## config.mk

```make
export PLATFORM = sky130hd
export DESIGN_NAME = gdvc_accum
export DESIGN_NICKNAME = d
export VERILOG_FILES = /design/src/hdl/gdvc_pkg.sv /design/src/hdl/gdvc_accum.sv
export VERILOG_INCLUDE_DIRS = /design/src /design/src/hdl
export SDC_FILE = /design/constraint.sdc
export NUM_CORES = 1
export LEC_CHECK = 0
export ABC_CLOCK_PERIOD_IN_PS = 10400
export CORE_MARGIN = 3
export CORE_UTILIZATION = 35
export DETAILED_ROUTE_END_ITERATION = 12
export DONT_BUFFER_PORTS = 1
export PLACE_DENSITY_LB_ADDON = 0.08
export SLEW_MARGIN = 15
export SYNTH_ARGS = -nofsm -noshare
export SYNTH_HDL_FRONTEND = slang
export SYNTH_SLANG_ARGS = --single-unit
```

## constraint.sdc

```tcl
create_clock -name clk_i -period 10.4 [get_ports clk_i]
set_input_delay 0.52 -clock clk_i [delete_from_list [all_inputs] [get_ports clk_i]]
set_output_delay 0.52 -clock clk_i [all_outputs]
set_load 0.02 [all_outputs]
```

## src/hdl/grouped_distinct_value_cost_assert.svh

```systemverilog
// Assertion macros shared by the grouped distinct value cost RTL.
// Plain text macros; no package or module dependencies.
`ifndef GROUPED_DISTINCT_VALUE_COST_ASSERT_SVH
`define GROUPED_DISTINCT_VALUE_COST_ASSERT_SVH

// Same-cycle implication, checked out of reset.
`define GDVC_ASSERT_NOW(label, ante, cons, msg) \
  label: assert property (@(posedge clk_i) disable iff (!rst_ni) (ante) |-> (cons)) \
    else $error(msg);

// Next-cycle implication, checked out of reset.
`define GDVC_ASSERT_NEXT(label, ante, cons, msg) \
  label: assert property (@(posedge clk_i) disable iff (!rst_ni) (ante) |=> (cons)) \
    else $error(msg);

`endif

```

## src/hdl/gdvc_pkg.sv

```systemverilog
// Package for the grouped distinct value cost block: sizes, item types,
// and the group event passed from the tag lookup to the accumulator.
`timescale 1ns / 1ps

package gdvc_pkg;

  localparam int ID_W      = 10;   // class_id field width
  localparam int ID_BITS   = 10;   // tag store index bits, at most ID_W
  localparam int ID_DEPTH  = 2 ** ID_BITS;
  localparam int GEN_BITS  = 12;
  localparam int DIST_W    = 11;
  localparam int SUM_W     = 32;
  localparam int TALLY_W   = 16;

  localparam logic [GEN_BITS-1:0] GEN_FIRST = GEN_BITS'(1);
  localparam logic [GEN_BITS-1:0] GEN_LAST  = '1;
  localparam logic [GEN_BITS-1:0] TAG_CLEAR = '0;
  localparam logic [DIST_W-1:0]   DIST_MAX  = '1;
  localparam logic [TALLY_W-1:0]  TALLY_MAX = '1;
  localparam logic [SUM_W-1:0]    SUM_MAX   = '1;

  typedef struct packed {
    logic [ID_W-1:0] class_id;
    logic            group_end;
    logic            subpart_end;
    logic            core_end;
  } in_item_t;

  typedef struct packed {
    logic [SUM_W-1:0]   core_cost;
    logic [TALLY_W-1:0] subpart_count;
    logic [SUM_W-1:0]   worst_cost;
    logic [SUM_W-1:0]   total_cost;
  } out_item_t;

  // One processed item as seen by the accumulator.
  typedef struct packed {
    logic              fire;
    logic              grp_end;
    logic              sub_end;   // already qualified by grp_end
    logic              core_end;  // already qualified by sub_end
    logic [DIST_W-1:0] distinct;  // group count including this item
  } group_ev_t;

  function automatic logic [SUM_W-1:0] sat_add(input logic [SUM_W-1:0] a,
                                               input logic [SUM_W-1:0] b);
    logic [SUM_W:0] s;
    s = {1'b0, a} + {1'b0, b};
    return s[SUM_W] ? SUM_MAX : s[SUM_W-1:0];
  endfunction

endpackage

```

## src/hdl/gdvc_accum.sv

```systemverilog
// Core accumulator: saturating core cost, subpartition tally, running worst
// and total, and the output item register. Uses gdvc_pkg.
`timescale 1ns / 1ps

`include "grouped_distinct_value_cost_assert.svh"

module gdvc_accum (
  input  logic                 clk_i,
  input  logic                 rst_ni,
  input  gdvc_pkg::group_ev_t  ev_i,
  output logic                 core_ready_o,
  output logic                 out_valid_o,
  input  logic                 out_stall_i,
  output gdvc_pkg::out_item_t  out_item_o
);

  logic [gdvc_pkg::SUM_W-1:0]   sum_q, sum_d, worst_q, worst_d, total_q, total_d;
  logic [gdvc_pkg::TALLY_W-1:0] tally_q, tally_d;
  logic                         out_valid_q, out_valid_d;
  gdvc_pkg::out_item_t          out_q, out_d;

  logic [gdvc_pkg::SUM_W-1:0]   sum_new, worst_new, total_new;
  logic [gdvc_pkg::TALLY_W-1:0] tally_new;
  logic                         load;

  assign core_ready_o = !(out_valid_q && out_stall_i);

  assign sum_new   = gdvc_pkg::sat_add(sum_q,
                       {{(gdvc_pkg::SUM_W - gdvc_pkg::DIST_W){1'b0}}, ev_i.distinct});
  assign tally_new = (ev_i.sub_end && (tally_q != gdvc_pkg::TALLY_MAX)) ?
                     tally_q + gdvc_pkg::TALLY_W'(1) : tally_q;
  assign worst_new = (sum_new > worst_q) ? sum_new : worst_q;
  assign total_new = gdvc_pkg::sat_add(total_q, sum_new);

  assign load = ev_i.fire && ev_i.core_end;

  always_comb begin
    sum_d       = sum_q;
    tally_d     = tally_q;
    worst_d     = worst_q;
    total_d     = total_q;
    out_d       = out_q;
    out_valid_d = load || (out_valid_q && out_stall_i);

    if (ev_i.fire && ev_i.grp_end) begin
      sum_d   = sum_new;
      tally_d = tally_new;
    end
    if (load) begin
      sum_d               = '0;
      tally_d             = '0;
      worst_d             = worst_new;
      total_d             = total_new;
      out_d.core_cost     = sum_new;
      out_d.subpart_count = tally_new;
      out_d.worst_cost    = worst_new;
      out_d.total_cost    = total_new;
    end
  end

  always_ff @(posedge clk_i or negedge rst_ni) begin
    if (!rst_ni) begin
      sum_q       <= '0;
      tally_q     <= '0;
      worst_q     <= '0;
      total_q     <= '0;
      out_valid_q <= 1'b0;
    end else begin
      sum_q       <= sum_d;
      tally_q     <= tally_d;
      worst_q     <= worst_d;
      total_q     <= total_d;
      out_valid_q <= out_valid_d;
    end
  end

  always_ff @(posedge clk_i) begin
    out_q <= out_d;
  end

  assign out_valid_o = out_valid_q;
  assign out_item_o  = out_q;

  `GDVC_ASSERT_NOW(a_no_overwrite, load, core_ready_o, "unread result overwritten")
  `GDVC_ASSERT_NOW(a_worst_bound, out_valid_q,
                   (out_q.worst_cost >= out_q.core_cost) &&
                   (out_q.total_cost >= out_q.core_cost),
                   "worst or total below core cost")
  `GDVC_ASSERT_NEXT(a_core_restart, load, (sum_q == '0) && (tally_q == '0),
                    "core sums not cleared after core end")

endmodule

```

Word-level counts from Yosys, hierarchy flattened

Cells that the tools add are included.

Bits of input ports: 18
Register bits after elaboration: 225
Output and inout bits: 114

Multiplexer cells: 8
Reduce and logical (&&, ||, !) cells: 7
Add/subtract/negate cells: 3
$lt $le $gt $ge: 1
Equality and inequality tests: 1

Operator list:

| operator                                       | count |
|---|---|
| 2-to-1 mux 32 bit                              | 5 |
| 2-to-1 mux 16 bit                              | 3 |
| adder 32 x 11 -> 33 bit                        | 1 |
| adder 32 x 32 -> 33 bit                        | 1 |
| > comparator 32 bit                            | 1 |
| adder 16 x 1 -> 16 bit (second input constant) | 1 |
| != test 16 bit (second input constant)         | 1 |
| logical AND 1 bit                              | 4 |
| nonzero test 2 bit                             | 1 |
| zero test 1 bit                                | 1 |
| logical OR 1 bit                               | 1 |

Depth between registers and ports, before layout

Gate-level depths: netlist (run 1).

Depth in word-level cells: 5
Gate-level depth with buffers: 24
Mapped depth without buffers: 21

Least setup slack after synthesis (run 1)

Ideal clock, no wire load.

Path type: input port to flip-flop
From: input port ev_i[0] in the netlist's numbering
To: register total_q[29] in the netlist's numbering
Setup slack: 5.058 ns
Stages: 20
Library setup time: 0.331 ns
Arrival time: 5.011 ns
Cell sequence: ha_1 fa_1 a211oi_1 o21ai_1 o2111ai_4 nand2_1 nand2b_1 clkbuf_1 clkbuf_1 nand2_1 ha_1 and3_1 a221oi_1 o21a_1 o21ai_0 a31o_2 a31o_2 a31oi_1 xor2_1 a31oi_1

Longest elaborated chain between the ends: 4

Ends and longest elaborated chain:

| element                 | line             | RTL |
|---|---|---|
| start: declaration      | gdvc_accum.sv:10 | `input gdvc_pkg::group_ev_t ev_i,` |
| adder 32 x 11 -> 33 bit | gdvc_pkg.sv:48   | `s = {1'b0, a} + {1'b0, b};` |
| 2-to-1 mux 32 bit       | gdvc_pkg.sv:49   | `return s[SUM_W] ? SUM_MAX : s[SUM_W-1:0];` |
| net sum_new, one bit    | gdvc_accum.sv:22 | `logic [gdvc_pkg::SUM_W-1:0] sum_new, worst_new, total_new;` |
| adder 32 x 32 -> 33 bit | gdvc_pkg.sv:48   |  |
| 2-to-1 mux 32 bit       | gdvc_pkg.sv:49   |  |
| end signal: assignment  | gdvc_accum.sv:72 | `total_q <= total_d;` |
| end: declaration        | gdvc_accum.sv:17 | `logic [gdvc_pkg::SUM_W-1:0] sum_q, sum_d, worst_q, worst_d, total_q, total_d;` |

The timed path passes the listed nets, and every way through them passes these cells.
A chain may end at the register's enable or synchronous reset.

Worst setup path after layout (run 1)

From: register sum_q[0] in the netlist's numbering
To: register total_q[6] in the netlist's numbering

Longest elaborated chain between the ends: 4

Ends and longest elaborated chain:

| element                  | line             | RTL |
|---|---|---|
| start: declaration       | gdvc_accum.sv:17 |  |
| start signal: assignment | gdvc_accum.sv:69 | `sum_q <= sum_d;` |
| adder 32 x 11 -> 33 bit  | gdvc_pkg.sv:48   |  |
| 2-to-1 mux 32 bit        | gdvc_pkg.sv:49   |  |
| net sum_new, one bit     | gdvc_accum.sv:22 |  |
| adder 32 x 32 -> 33 bit  | gdvc_pkg.sv:48   |  |
| 2-to-1 mux 32 bit        | gdvc_pkg.sv:49   |  |
| net total_new, one bit   | gdvc_accum.sv:22 |  |

The timed path passes the listed nets, and every way through them passes these cells.

==> load_flow_metrics.sql, run 1 <==
INSERT INTO impl_metrics (metric_group, metric, value, unit) VALUES
('route', 'firstDrtPassIters', '5', ''),
('route', 'drt-vias-per-instance', '5.288', ''),
('placement', 'place_inst', '1558', ''),
('route', 'final_antenna_net_count', '0', ''),
('synthesis', 'ys_seq_elements', '225', ''),
('finish', 'design.final.nets', '1234', ''),
('critical_path', 'critPathLaunchType', 'flip-flop', ''),
('synthesis', 'synthesis.area', '0.01204', 'mm2'),
('route', 'drc_violation_count_after_routing', '0', ''),
('route', 'drt_first_iter_violations', '491', ''),
('sta', 'final_max_slew_violation_count', '0', ''),
('power', 'report.power.total', '0.002921', 'W'),
('outcome', 'outcome', 'finished, final reports clean', ''),
('clock_tree', 'tritoncts_num_sinks', '225', ''),
('clock_tree', 'cts-resized-gates', '0', ''),
('finish', 'drive_above_1_share', '0.08793', ''),
('die', 'core-area', '0.03370', 'mm2'),
('power', 'clock_power_share', '0.320', ''),
('worst_hold_path', 'holdPathStages', '2', ''),
('sta', 'clock_skew', '0.01002', 'ns'),
('power', 'share_seq_of_total_power', '0.412', ''),
('die', 'die_y', '191.4', 'um'),
('critical_path', 'worstSetupEndpointType', 'flip-flop', ''),
('power', 'vdd_drop_max', '0.0001063', 'V'),
('die', 'design.portCount', '132', ''),
('die', 'die_area', '0.03665', 'mm2'),
('placement', 'port_buffers', '0', ''),
('die', 'placementRows', '67', ''),
('critical_path', 'criticalPathCategory', 'reg2reg', ''),
('die', 'floorplan.die.width', '191.4', 'um'),
('route', 'wl_per_cell', '20.65', 'um'),
('sta', 'time_the_worst_path_needs_with_i_o_delays_and_setup', '6.688', 'ns'),
('power', 'internal_power', '0.001932', 'W'),
('power', 'switching_fraction', '0.3387', ''),
('power', 'power.combinational.fraction', '0.268', ''),
('clock_tree', 'cts_setup_buffers', '0', ''),
('sta', 'rsz0062_at_grt', 'no', ''),
('finish', 'area.growth.synth_to_final', '11.60', '%'),
('sta', 'hold_violations', '0', ''),
('clock_tree', 'cts_hold_repair.buffers', '2', ''),
('finish', 'antennaDiodeCount', '0', ''),
('clock_tree', 'cts_buffers', '26', ''),
('synthesis', 'yosys_warnings', '0', ''),
('critical_path', 'worst-path-max-fanout', '51', ''),
('grt', 'track_usage', '0.1806', ''),
('power', 'p_switching', '0.0009894', 'W'),
('die', 'initial_core_util', '0.3571', ''),
('grt', 'maximum_number_of_pins_on_one_net_before_global_route_repair', '114', ''),
('run', 'timing.max_cap.violations', '0', ''),
('sta', 'fin_setup_tns', '0', 'ns'),
('clock_tree', 'clk-insertion-delay-late', '0.53', 'ns'),
('sta', 'timing.slew.headroom', '0.2822', ''),
('critical_path', 'worstPathRequired', '10.82', 'ns'),
('route', 'postRouteWirelength', '33210', 'um'),
('synthesis', 'ys_dominant_reg_cell', 'sky130_fd_sc_hd__dfrtp_1', ''),
('clock_tree', 'tritoncts', 'built', ''),
('grt', 'grt_overflow_total', '0', ''),
('synthesis', 'synth_fp_nets', '1241', ''),
('grt', 'antenna_found_initial', '0', ''),
('clock_tree', 'clock_transition_at_the_registers_of_the_reported_paths', '0.06', 'ns'),
('synthesis', 'synth_async_sr_flop_share', '0.5022', ''),
('power', 'power_per_cell_area', '217.5', 'mW/mm2'),
('sta', 'max_freq', '149.5', 'MHz'),
('finish', 'final-instance-count-excl-fill', '1608', ''),
('clock_tree', 'cell_chosen_for_the_clock_root', 'sky130_fd_sc_hd__clkbuf_16', ''),
('synthesis', 'syn_inst', '1147', ''),
('synthesis', 'netlist-cell-type-count', '68', ''),
('grt', 'first_global_vias', '8453', ''),
('grt', 'grt_first_pass_wirelength', '51450', 'um'),
('worst_hold_path', 'hold_path_class', 'in2reg', ''),
('route', 'detailroute.via_count', '8503', ''),
('sta', 'min_period_over_period', '0.6430', ''),
('placement', 'gp_congestion', '0.8306', ''),
('clock_tree', 'clock_tree.buffer_depth', '3', ''),
('sta', 'finalSetupViolations', '0', ''),
('critical_path', 'worstPathArrival', '7.11', 'ns'),
('power', 'power.static_leakage', '5.692', 'nW'),
('synthesis', 'ys_seq_area_frac', '0.5144', ''),
('synthesis', 'syn_area_per_cell', '10.49', 'um2'),
('critical_path', 'worst_reg_to_reg_path_cell_count', '17', ''),
('placement', 'post-dp-hpwl', '22820', 'um'),
('sta', 'transition_at_the_pin_with_the_smallest_max_transition_slack', '1.077', 'ns'),
('clock_tree', 'ctsHtreeMaxLevel', '1', ''),
('synthesis', 'synth_enable_flop_cells', '112', '');
==> flip-flops by register name (all words and copies together), names as in the netlist <==
register / cells
out_valid_o: 1
out_item_o: 112
sum_q: 32
total_q: 32
tally_q: 16
worst_q: 32
==> power groups by stage <==
stage          registers [W]  clock network (W)  logic [W]
2_1_floorplan        0.00120                  0   0.000577
3_3_place_gp         0.00122                  0   0.000775
3_5_place_dp         0.00122                  0   0.000768
4_1_cts              0.00121           0.000966   0.000788
5_1_grt              0.00121            0.00101   0.000879
6_report             0.00120           0.000936   0.000782
==> cell usage in the layout, fill, tap and decap left out, drive strengths merged, types with 7 or more instances in the layout <==
master	netlist	layout
ha	74	74
nor3	17	17
and4	7	7
a21o	26	26
clkbuf	34	32
a22o	26	26
mux2i	8	8
nand4	15	15
nand3	24	24
a21oi	68	68
nor2	83	83
mux2	22	22
clkinv	0	9
nor2b	7	7
and2	8	8
inv	56	56
nand2	131	131
edfxtp	112	112
and3	21	21
buf	15	13
dfrtp	113	113
o21a	13	13
xnor2	29	29
o21ai	106	106
xor2	27	27
nand2b	9	9
a31oi	33	33
==> path summary, 6_finish.rpt <==
kind | from | endpoint | slack, ns
setup reg to reg | sum_q[0] | total_q[6] | 3.71
setup / recovery | sum_q[0] | total_q[6] | 3.71
hold / removal | ev_i[12] | tally_q[2] | 0.29
hold reg to reg | sum_q[0] | sum_q[0] | 0.49
max in group asynchronous | rst_ni | total_q[24] | 9.28
min in group asynchronous | rst_ni | sum_q[3] | 0.60
==> synth_stat cells, drive strengths merged (27+ instances only) <==
library cell	n	share of area
nand2	131	0.041
dfrtp	113	0.23
edfxtp	112	0.28
o21ai	106	0.044
nor2	83	0.026
ha	74	0.077
a21oi	68	0.029
inv	56	0.017
clkbuf	34	0.011
a31oi	33	0.017
xnor2	29	0.021
xor2	27	0.020
==> cell families (layout without fill, tap and decap cells) <==
kind of cell    Yosys count  after routing  synth area share
xor+xnor                 56             56           0.04075
mux                      30             30           0.02724
flops                   225            225            0.5144
buf+inv                 105            118           0.03503
compound gates          324            324            0.1747
fa+ha+maj                76             76           0.08026
simple gates            331            331            0.1277
==> through the flow <==
step	util	hold slack (ns)	area, um2	worst slack, ns
after floorplan	-	0.2244	12040	5.058
after global placement	0.3715	0.2321	12520	3.627
after detailed placement	0.3715	0.2329	12520	3.583
after CTS	0.3986	0.2488	13430	3.732
after global routing	0.3986	0.2839	13430	3.205
final	0.3986	0.2874	13430	3.712
==> critical path, stage by stage, from the launching register on <==
cell and delay [ns]:
sky130_fd_sc_hd__dfrtp_1 0.38, sky130_fd_sc_hd__ha_1 0.20, sky130_fd_sc_hd__fa_1 0.42, sky130_fd_sc_hd__a211oi_1 0.28, sky130_fd_sc_hd__o21ai_1 0.23, sky130_fd_sc_hd__o2111ai_4 0.33
sky130_fd_sc_hd__nand2_1 0.20, sky130_fd_sc_hd__nand2b_1 0.79, sky130_fd_sc_hd__o21ai_0 0.58, sky130_fd_sc_hd__ha_1 0.56, sky130_fd_sc_hd__nand2_1 0.09, sky130_fd_sc_hd__o21ai_0 0.15
sky130_fd_sc_hd__a211oi_1 0.50, sky130_fd_sc_hd__o2111ai_2 0.20, sky130_fd_sc_hd__nand2_2 0.17, sky130_fd_sc_hd__o31a_2 0.86, sky130_fd_sc_hd__o21ai_1 0.23, sky130_fd_sc_hd__mux2_2 0.33
==> per-layer routing <==
metal  part of all wire  GRT usage
met5                  0          0
met4              0.010    0.02738
met3              0.053    0.03484
met2               0.46     0.2898
met1               0.47     0.2589
==> layout make-up <==
class / instances / area, um2
fillers: 3333 / 20270
flip-flops and latches: 225 / 6191
multi-input cells: 817 / 5461
clock buffers: 32 / 714.4
well taps: 448 / 560.5
inverters: 56 / 215.2
clock inverters: 16 / 161.4
repair buffers: 14 / 127.6
No activity file was read; power rests on OpenSTA's default activity.
==> run 2, diff against run 1 <==
ABC_CLOCK_PERIOD_IN_PS = 5900   (was 10400)
clock period = 5.9 ns   (was 10.4 ns; I/O delays follow)
==> run 2 against run 1 <==
Against the previous run: global-route usage up 0.28 points; first-iteration DRC count up 12%; critical path depth up 3; register-to-register slack worse by 3.3 ns; clock-buffer cell count up 1; clock skew up 0.0062 ns; clock power up 81%; via count up 2.3%; die area unchanged; setup slack worse by 3.3 ns; highest routed layer unchanged.
==> load_flow_metrics.sql, run 2 (synthesis gave the netlist of run 1 again) <==
INSERT INTO impl_metrics (metric_group, metric, value, unit) VALUES
('critical_path', 'criticalPathCategory', 'reg2reg', ''),
('outcome', 'outcome', 'finished, final reports clean', ''),
('clock_tree', 'cell_chosen_for_the_clock_root', 'sky130_fd_sc_hd__clkbuf_16', ''),
('worst_hold_path', 'worst_hold_path.endpoint', 'tally_q[2]', ''),
('sta', 'rsz0062_at_grt', 'no', ''),
('sta', 'transition_at_the_pin_with_the_smallest_max_transition_slack', '0.8909', 'ns'),
('route', 'postRouteWirelength', '33350', 'um'),
('route', 'detailroute.via_count', '8697', ''),
('critical_path', 'buffers_plus_inverters_on_the_worst_setup_path', '1', ''),
('critical_path', 'cp_slowest_cell', 'sky130_fd_sc_hd__or4_1', ''),
('clock_tree', 'cts_buffers', '28', ''),
('route', 'drt-vias-per-instance', '5.271', ''),
('grt', 'antenna_found_initial', '1', ''),
('placement', 'place_inst', '1595', ''),
('sta', 'finalSetupViolations', '0', ''),
('placement', 'gp_congestion', '0.8411', ''),
('critical_path', 'crit_reg_reg_startpoint', 'sum_q[0]', ''),
('worst_hold_path', 'hold_path_class', 'in2reg', ''),
('critical_path', 'worst_r2r_endpoint', 'total_q[0]', ''),
('die', 'die_y', '191.4', 'um'),
('critical_path', 'critical-path-top-delay-family', 'compound AO/OA/AOI/OAI gates', ''),
('sta', 'max_freq', '182.2', 'MHz'),
('die', 'die_area', '0.03665', 'mm2'),
('worst_hold_path', 'holdPathStages', '2', ''),
('critical_path', 'worstPathArrival', '5.97', 'ns'),
('finish', 'layout_commonest_cell', 'sky130_fd_sc_hd__nand2_1', ''),
('sta', 'hold_violations', '0', ''),
('finish', 'final-instance-count-excl-fill', '1650', ''),
('route', 'wl_per_cell', '20.21', 'um'),
('grt', 'grt_first_pass_wirelength', '52440', 'um'),
('clock_tree', 'clock_transition_at_the_registers_of_the_reported_paths', '0.06', 'ns'),
('clock_tree', 'tritoncts', 'built', ''),
('die', 'placementRows', '67', ''),
('critical_path', 'worst_path_largest_cell_delay', '0.54', 'ns'),
('clock_tree', 'clk-insertion-delay-late', '0.56', 'ns'),
('finish', 'antennaDiodeCount', '0', ''),
('clock_tree', 'cts-resized-gates', '0', ''),
('finish', 'layout_common_cells', '130 x sky130_fd_sc_hd__nand2_1, 113 x sky130_fd_sc_hd__dfrtp_1, 112 x sky130_fd_sc_hd__edfxtp_1', ''),
('critical_path', 'worstSetupEndpointType', 'flip-flop', ''),
('worst_hold_path', 'worstHoldStart', 'ev_i[12]', ''),
('clock_tree', 'ctsHtreeMaxLevel', '1', ''),
('die', 'floorplan.die.width', '191.4', 'um'),
('die', 'design.portCount', '132', ''),
('grt', 'first_global_vias', '8632', ''),
('placement', 'post-dp-hpwl', '23220', 'um'),
('die', 'initial_core_util', '0.3571', ''),
('die', 'core-area', '0.03370', 'mm2'),
('finish', 'fillerInstances', '3314', ''),
('critical_path', 'worst_reg_to_reg_path_cell_count', '20', ''),
('clock_tree', 'tritoncts_num_sinks', '225', ''),
('critical_path', 'critPathLaunchType', 'flip-flop', ''),
('route', 'firstDrtPassIters', '5', ''),
('sta', 'fin_setup_tns', '0', 'ns'),
('critical_path', 'reg2reg_slack', '0.41', 'ns'),
('finish', 'largest_register_ffs', '112', ''),
('run', 'timing.max_cap.violations', '0', ''),
('critical_path', 'cp_cell_sequence', 'ha_1 > fa_1 > a211oi_1 > o21ai_1 > o2111ai_4 > nand2_1 > nand2b_1 > nand2_1 > o22a_1 > ha_1 > nand4_1 > or4_1 > a311o_1 > o2111ai_2 > nand2_2 > o31a_2 > buf_12 > a21oi_2 > nor2_1 > a21oi_1', ''),
('sta', 'time_the_worst_path_needs_with_i_o_delays_and_setup', '5.487', 'ns'),
('power', 'power_per_cell_area', '382.0', 'mW/mm2'),
('finish', 'post_route_core_utilization', '0.4094', ''),
('sta', 'timing.slew.headroom', '0.4060', ''),
('clock_tree', 'cts_setup_buffers', '0', ''),
('grt', 'grt_overflow_total', '0', ''),
('grt', 'maximum_number_of_pins_on_one_net_before_global_route_repair', '114', ''),
('power', 'power.static_leakage', '5.895', 'nW'),
('route', 'drt_first_iter_violations', '549', ''),
('placement', 'port_buffers', '0', ''),
('grt', 'track_usage', '0.1833', ''),
('route', 'final_antenna_net_count', '0', ''),
('finish', 'drive_above_1_share', '0.1190', ''),
('clock_tree', 'clock_tree.buffer_depth', '3', ''),
('finish', 'area.growth.synth_to_final', '14.64', '%'),
('sta', 'clock_skew', '0.01622', 'ns'),
('critical_path', 'worstPathRequired', '6.38', 'ns'),
('sta', 'final_max_slew_violation_count', '0', ''),
('finish', 'design.final.nets', '1274', ''),
('route', 'drc_violation_count_after_routing', '0', ''),
('sta', 'whs', '0.03128', 'ns'),
('critical_path', 'worst-path-max-fanout', '40', ''),
('power', 'vdd_drop_max', '0.0002489', 'V'),
('clock_tree', 'cts_hold_repair.buffers', '3', ''),
('sta', 'min_period_over_period', '0.9300', '');
[run 2: how the worst max path moves through the flow]
stage	depth (start not counted)	endpoint	slack [ns]	start
finish	20	total_q[0]	0.41	sum_q[0]
global route	20	total_q[0]	0.04	sum_q[0]
CTS	20	total_q[0]	0.39	sum_q[0]
detailed placement	20	total_q[0]	0.42	sum_q[0]
global placement	22	total_q[0]	0.47	sum_q[0]
floorplan	20	total_q[29]	0.72	sum_q[0]
[run 2: final cells by class]
| type | count | area (um2) | share of cell area |
|---|---|---|---|
| Clock inverter | 19 | 175.2 | 0.01270 |
| Inverter | 56 | 215.2 | 0.01560 |
| Multi-Input combinational cell | 817 | 5461 | 0.3958 |
| Timing Repair Buffer | 52 | 452.9 | 0.03283 |
| Clock buffer | 33 | 740.7 | 0.05369 |
| Tap cell | 448 | 560.5 | 0.04063 |
| Sequential cell | 225 | 6191 | 0.4487 |
[run 2: routing by layer]
metal	global-route usage	up-vias	share of wire	wire (um)
met5	0	-	0	0
met2	0.2917	168	0.45	15030
met3	0.02824	42	0.042	1414
li1	-	4258	-	-
met1	0.2620	4229	0.49	16260
met4	0.04601	0	0.019	648
[run 2: power breakdown]
part | switching [W] | internal (W) | total (W)
clock | 0.000699 | 0.000990 | 0.00169
combinational | 0.000884 | 0.000584 | 0.00147
sequential | 0.000210 | 0.00190 | 0.00211
total | 0.00179 | 0.00348 | 0.00527
[run 2: stage by stage]
| step | worst slack (ns) | instance area (um2) | total power [W] |
|---|---|---|---|
| 2_1_floorplan | 0.7240 | 12040 | 0.003127 |
| 3_3_place_gp | 0.4671 | 12830 | 0.003605 |
| 3_5_place_dp | 0.4197 | 12830 | 0.003584 |
| 4_1_cts | 0.3939 | 13800 | 0.005353 |
| 5_1_grt | 0.04476 | 13800 | 0.005591 |
| 6_report | 0.4127 | 13800 | 0.005271 |
[run 2: worst register-to-register path, cell delays in order, from the launching register on]
cell,delay [ns]
sky130_fd_sc_hd__dfrtp_1,0.38
sky130_fd_sc_hd__ha_1,0.21
sky130_fd_sc_hd__fa_1,0.42
sky130_fd_sc_hd__a211oi_1,0.26
sky130_fd_sc_hd__o21ai_1,0.22
sky130_fd_sc_hd__o2111ai_4,0.37
sky130_fd_sc_hd__nand2_1,0.20
sky130_fd_sc_hd__nand2b_1,0.34
sky130_fd_sc_hd__nand2_1,0.10
sky130_fd_sc_hd__o22a_1,0.30
sky130_fd_sc_hd__ha_1,0.42
sky130_fd_sc_hd__nand4_1,0.18
sky130_fd_sc_hd__or4_1,0.54
sky130_fd_sc_hd__a311o_1,0.34
sky130_fd_sc_hd__o2111ai_2,0.12
sky130_fd_sc_hd__nand2_2,0.13
sky130_fd_sc_hd__o31a_2,0.38
sky130_fd_sc_hd__buf_12,0.18
sky130_fd_sc_hd__a21oi_2,0.16
sky130_fd_sc_hd__nor2_1,0.06
sky130_fd_sc_hd__a21oi_1,0.12
==> run 3, diff against run 2 <==
ABC_CLOCK_PERIOD_IN_PS = 4820   (was 5900)
clock period = 4.82 ns   (was 5.9 ns; I/O delays follow)
==> run 3 against run 2 <==
Against the previous run: combinational power is 67% higher; routed wire length is 5.6% higher; die area stayed put; critical endpoint unchanged; largest cell class unchanged; highest routed layer unchanged.
==> load_flow_metrics.sql, run 3 (synthesis gave the netlist of run 1 again) <==
INSERT INTO impl_metrics (metric_group, metric, value, unit) VALUES
('outcome', 'outcome', 'finished, final reports clean', ''),
('clock_tree', 'clock_transition_at_the_registers_of_the_reported_paths', '0.06', 'ns'),
('sta', 'max_freq', '209.2', 'MHz'),
('finish', 'final-instance-count-excl-fill', '1791', ''),
('critical_path', 'criticalPathCategory', 'reg2reg', ''),
('sta', 'fin_setup_tns', '0', 'ns'),
('power', 'internal_power', '0.004707', 'W'),
('clock_tree', 'clk-insertion-delay-late', '0.54', 'ns'),
('power', 'p_switching', '0.002341', 'W'),
('sta', 'min_period_over_period', '0.9919', ''),
('finish', 'layout_commonest_cell', 'sky130_fd_sc_hd__buf_4', ''),
('power', 'clock_power_share', '0.285', ''),
('route', 'drt_first_iter_violations', '589', ''),
('sta', 'whs', '0.06032', 'ns'),
('power', 'report.power.total', '0.007048', 'W'),
('die', 'die_area', '0.03665', 'mm2'),
('finish', 'layout_common_cells', '175 x sky130_fd_sc_hd__buf_4, 123 x sky130_fd_sc_hd__nand2_1, 113 x sky130_fd_sc_hd__dfrtp_1', ''),
('sta', 'finalSetupViolations', '0', ''),
('finish', 'largest_register_ffs', '112', ''),
('power', 'power.static_leakage', '6.769', 'nW'),
('die', 'placementRows', '67', ''),
('route', 'wl_per_cell', '19.66', 'um'),
('die', 'design.portCount', '132', ''),
('grt', 'antenna_found_initial', '0', ''),
('critical_path', 'worst-path-max-fanout', '14', ''),
('sta', 'clock_skew', '0.01400', 'ns'),
('placement', 'post-dp-hpwl', '24780', 'um'),
('critical_path', 'worstPathArrival', '5.23', 'ns'),
('route', 'firstDrtPassIters', '5', ''),
('worst_hold_path', 'hold_path_class', 'in2reg', ''),
('sta', 'transition_at_the_pin_with_the_smallest_max_transition_slack', '0.8826', 'ns'),
('finish', 'design.final.nets', '1416', ''),
('power', 'vdd_drop_max', '0.0002887', 'V'),
('grt', 'first_global_vias', '9143', ''),
('placement', 'gp_congestion', '0.8739', ''),
('sta', 'timing.slew.headroom', '0.4116', ''),
('route', 'postRouteWirelength', '35220', 'um'),
('sta', 'rsz0062_at_grt', 'yes', ''),
('power', 'power_per_cell_area', '456.7', 'mW/mm2'),
('grt', 'grt_overflow_total', '0', ''),
('grt', 'grt_first_pass_wirelength', '53640', 'um'),
('route', 'final_antenna_net_count', '0', ''),
('route', 'detailroute.via_count', '9348', ''),
('sta', 'final_max_slew_violation_count', '0', ''),
('critical_path', 'critPathLaunchType', 'flip-flop', ''),
('placement', 'port_buffers', '0', ''),
('clock_tree', 'tritoncts', 'built', ''),
('power', 'share_seq_of_total_power', '0.368', ''),
('power', 'power.combinational.fraction', '0.347', ''),
('clock_tree', 'tritoncts_num_sinks', '225', ''),
('placement', 'place_inst', '1710', ''),
('finish', 'post_route_core_utilization', '0.4579', ''),
('finish', 'drive_above_1_share', '0.2578', ''),
('die', 'die_y', '191.4', 'um'),
('finish', 'area.growth.synth_to_final', '28.23', '%'),
('clock_tree', 'cts_buffers', '27', ''),
('grt', 'maximum_number_of_pins_on_one_net_before_global_route_repair', '114', ''),
('critical_path', 'worstPathRequired', '5.27', 'ns'),
('sta', 'time_the_worst_path_needs_with_i_o_delays_and_setup', '4.781', 'ns'),
('clock_tree', 'clock_tree.buffer_depth', '3', ''),
('die', 'initial_core_util', '0.3571', ''),
('die', 'core-area', '0.03370', 'mm2'),
('die', 'floorplan.die.width', '191.4', 'um'),
('route', 'drt-vias-per-instance', '5.219', ''),
('route', 'drc_violation_count_after_routing', '0', ''),
('power', 'switching_fraction', '0.3322', ''),
('clock_tree', 'ctsHtreeMaxLevel', '1', ''),
('grt', 'track_usage', '0.1871', ''),
('critical_path', 'worstSetupEndpointType', 'flip-flop', ''),
('run', 'timing.max_cap.violations', '0', ''),
('sta', 'hold_violations', '0', ''),
('clock_tree', 'cell_chosen_for_the_clock_root', 'sky130_fd_sc_hd__clkbuf_16', '');
## run 3: timing repair
item                                    CTS  global route
gates resized for setup                  18            84
pin swaps                                15            23
buffers inserted                          9            16
gates cloned                              0             2
hold buffers                              4             0
endpoints found under the setup margin  107           127
endpoints found under the hold margin   115             0
## run 3: worst paths after layout
kind / from / endpoint / slack, ns / depth (start not counted)
min in group asynchronous: rst_ni / sum_q[10] / 0.42 / 2
max reg2reg: sum_q[0] / total_q[0] / 0.04 / 22
min: ev_i[12] / tally_q[0] / 0.06 / 3
min reg2reg: sum_q[0] / sum_q[0] / 0.50 / 2
max: sum_q[0] / total_q[0] / 0.04 / 22
max in group asynchronous: rst_ni / sum_q[16] / 3.93 / 2
## run 3: power groups by stage
stage | logic (W) | clock network (W) | registers [W]
6_report | 0.00245 | 0.00201 | 0.00259
2_1_floorplan | 0.00126 | 0 | 0.00258
5_1_grt | 0.00272 | 0.00215 | 0.00262
3_5_place_dp | 0.00220 | 0 | 0.00263
4_1_cts | 0.00226 | 0.00207 | 0.00259
3_3_place_gp | 0.00220 | 0 | 0.00263
## run 3: routing by layer
layer	global-route usage	vias to the layer above	routed length, um
li1	-	4538	-
met1	0.2750	4587	17140
met2	0.2895	183	15790
met3	0.03356	40	1694
met4	0.03810	0	593
met5	0	-	0
## run 3: final cells by class
type                            instances  area (um2)
Timing Repair Buffer                  195        1622
Multi-Input combinational cell        817        5973
Fill cell                            3154       18270
Antenna cell                            1       2.502
Inverter                               56       215.2
Sequential cell                       225        6191
Tap cell                              448       560.5
Clock buffer                           42       782.0
Clock inverter                          7       86.33
## run 3: per-stage QoR
step / cell area, um2 / worst slack (ns)
6_report: 15430 / 0.03918
2_1_floorplan: 12080 / 0.01344
3_5_place_dp: 13760 / -0.3410
3_3_place_gp: 13760 / -0.3158
5_1_grt: 15430 / -0.2018
4_1_cts: 14810 / 0.007998
## run 3: critical path, stage by stage (launching register included)
cell and delay, ns:
sky130_fd_sc_hd__dfrtp_1 0.38, sky130_fd_sc_hd__ha_2 0.19, sky130_fd_sc_hd__fa_2 0.34, sky130_fd_sc_hd__a211oi_2 0.20
sky130_fd_sc_hd__o21ai_2 0.13, sky130_fd_sc_hd__o2111ai_4 0.23, sky130_fd_sc_hd__buf_6 0.14, sky130_fd_sc_hd__a21oi_2 0.07
sky130_fd_sc_hd__buf_4 0.16, sky130_fd_sc_hd__buf_4 0.13, sky130_fd_sc_hd__nor2_1 0.17, sky130_fd_sc_hd__inv_2 0.10
sky130_fd_sc_hd__ha_1 0.31, sky130_fd_sc_hd__nand4_1 0.15, sky130_fd_sc_hd__or4_4 0.53, sky130_fd_sc_hd__a311o_1 0.37
sky130_fd_sc_hd__o2111ai_2 0.12, sky130_fd_sc_hd__nand2_2 0.11, sky130_fd_sc_hd__o31a_4 0.38, sky130_fd_sc_hd__buf_12 0.16
sky130_fd_sc_hd__a21oi_2 0.13, sky130_fd_sc_hd__nor2_1 0.05, sky130_fd_sc_hd__a21oi_1 0.12
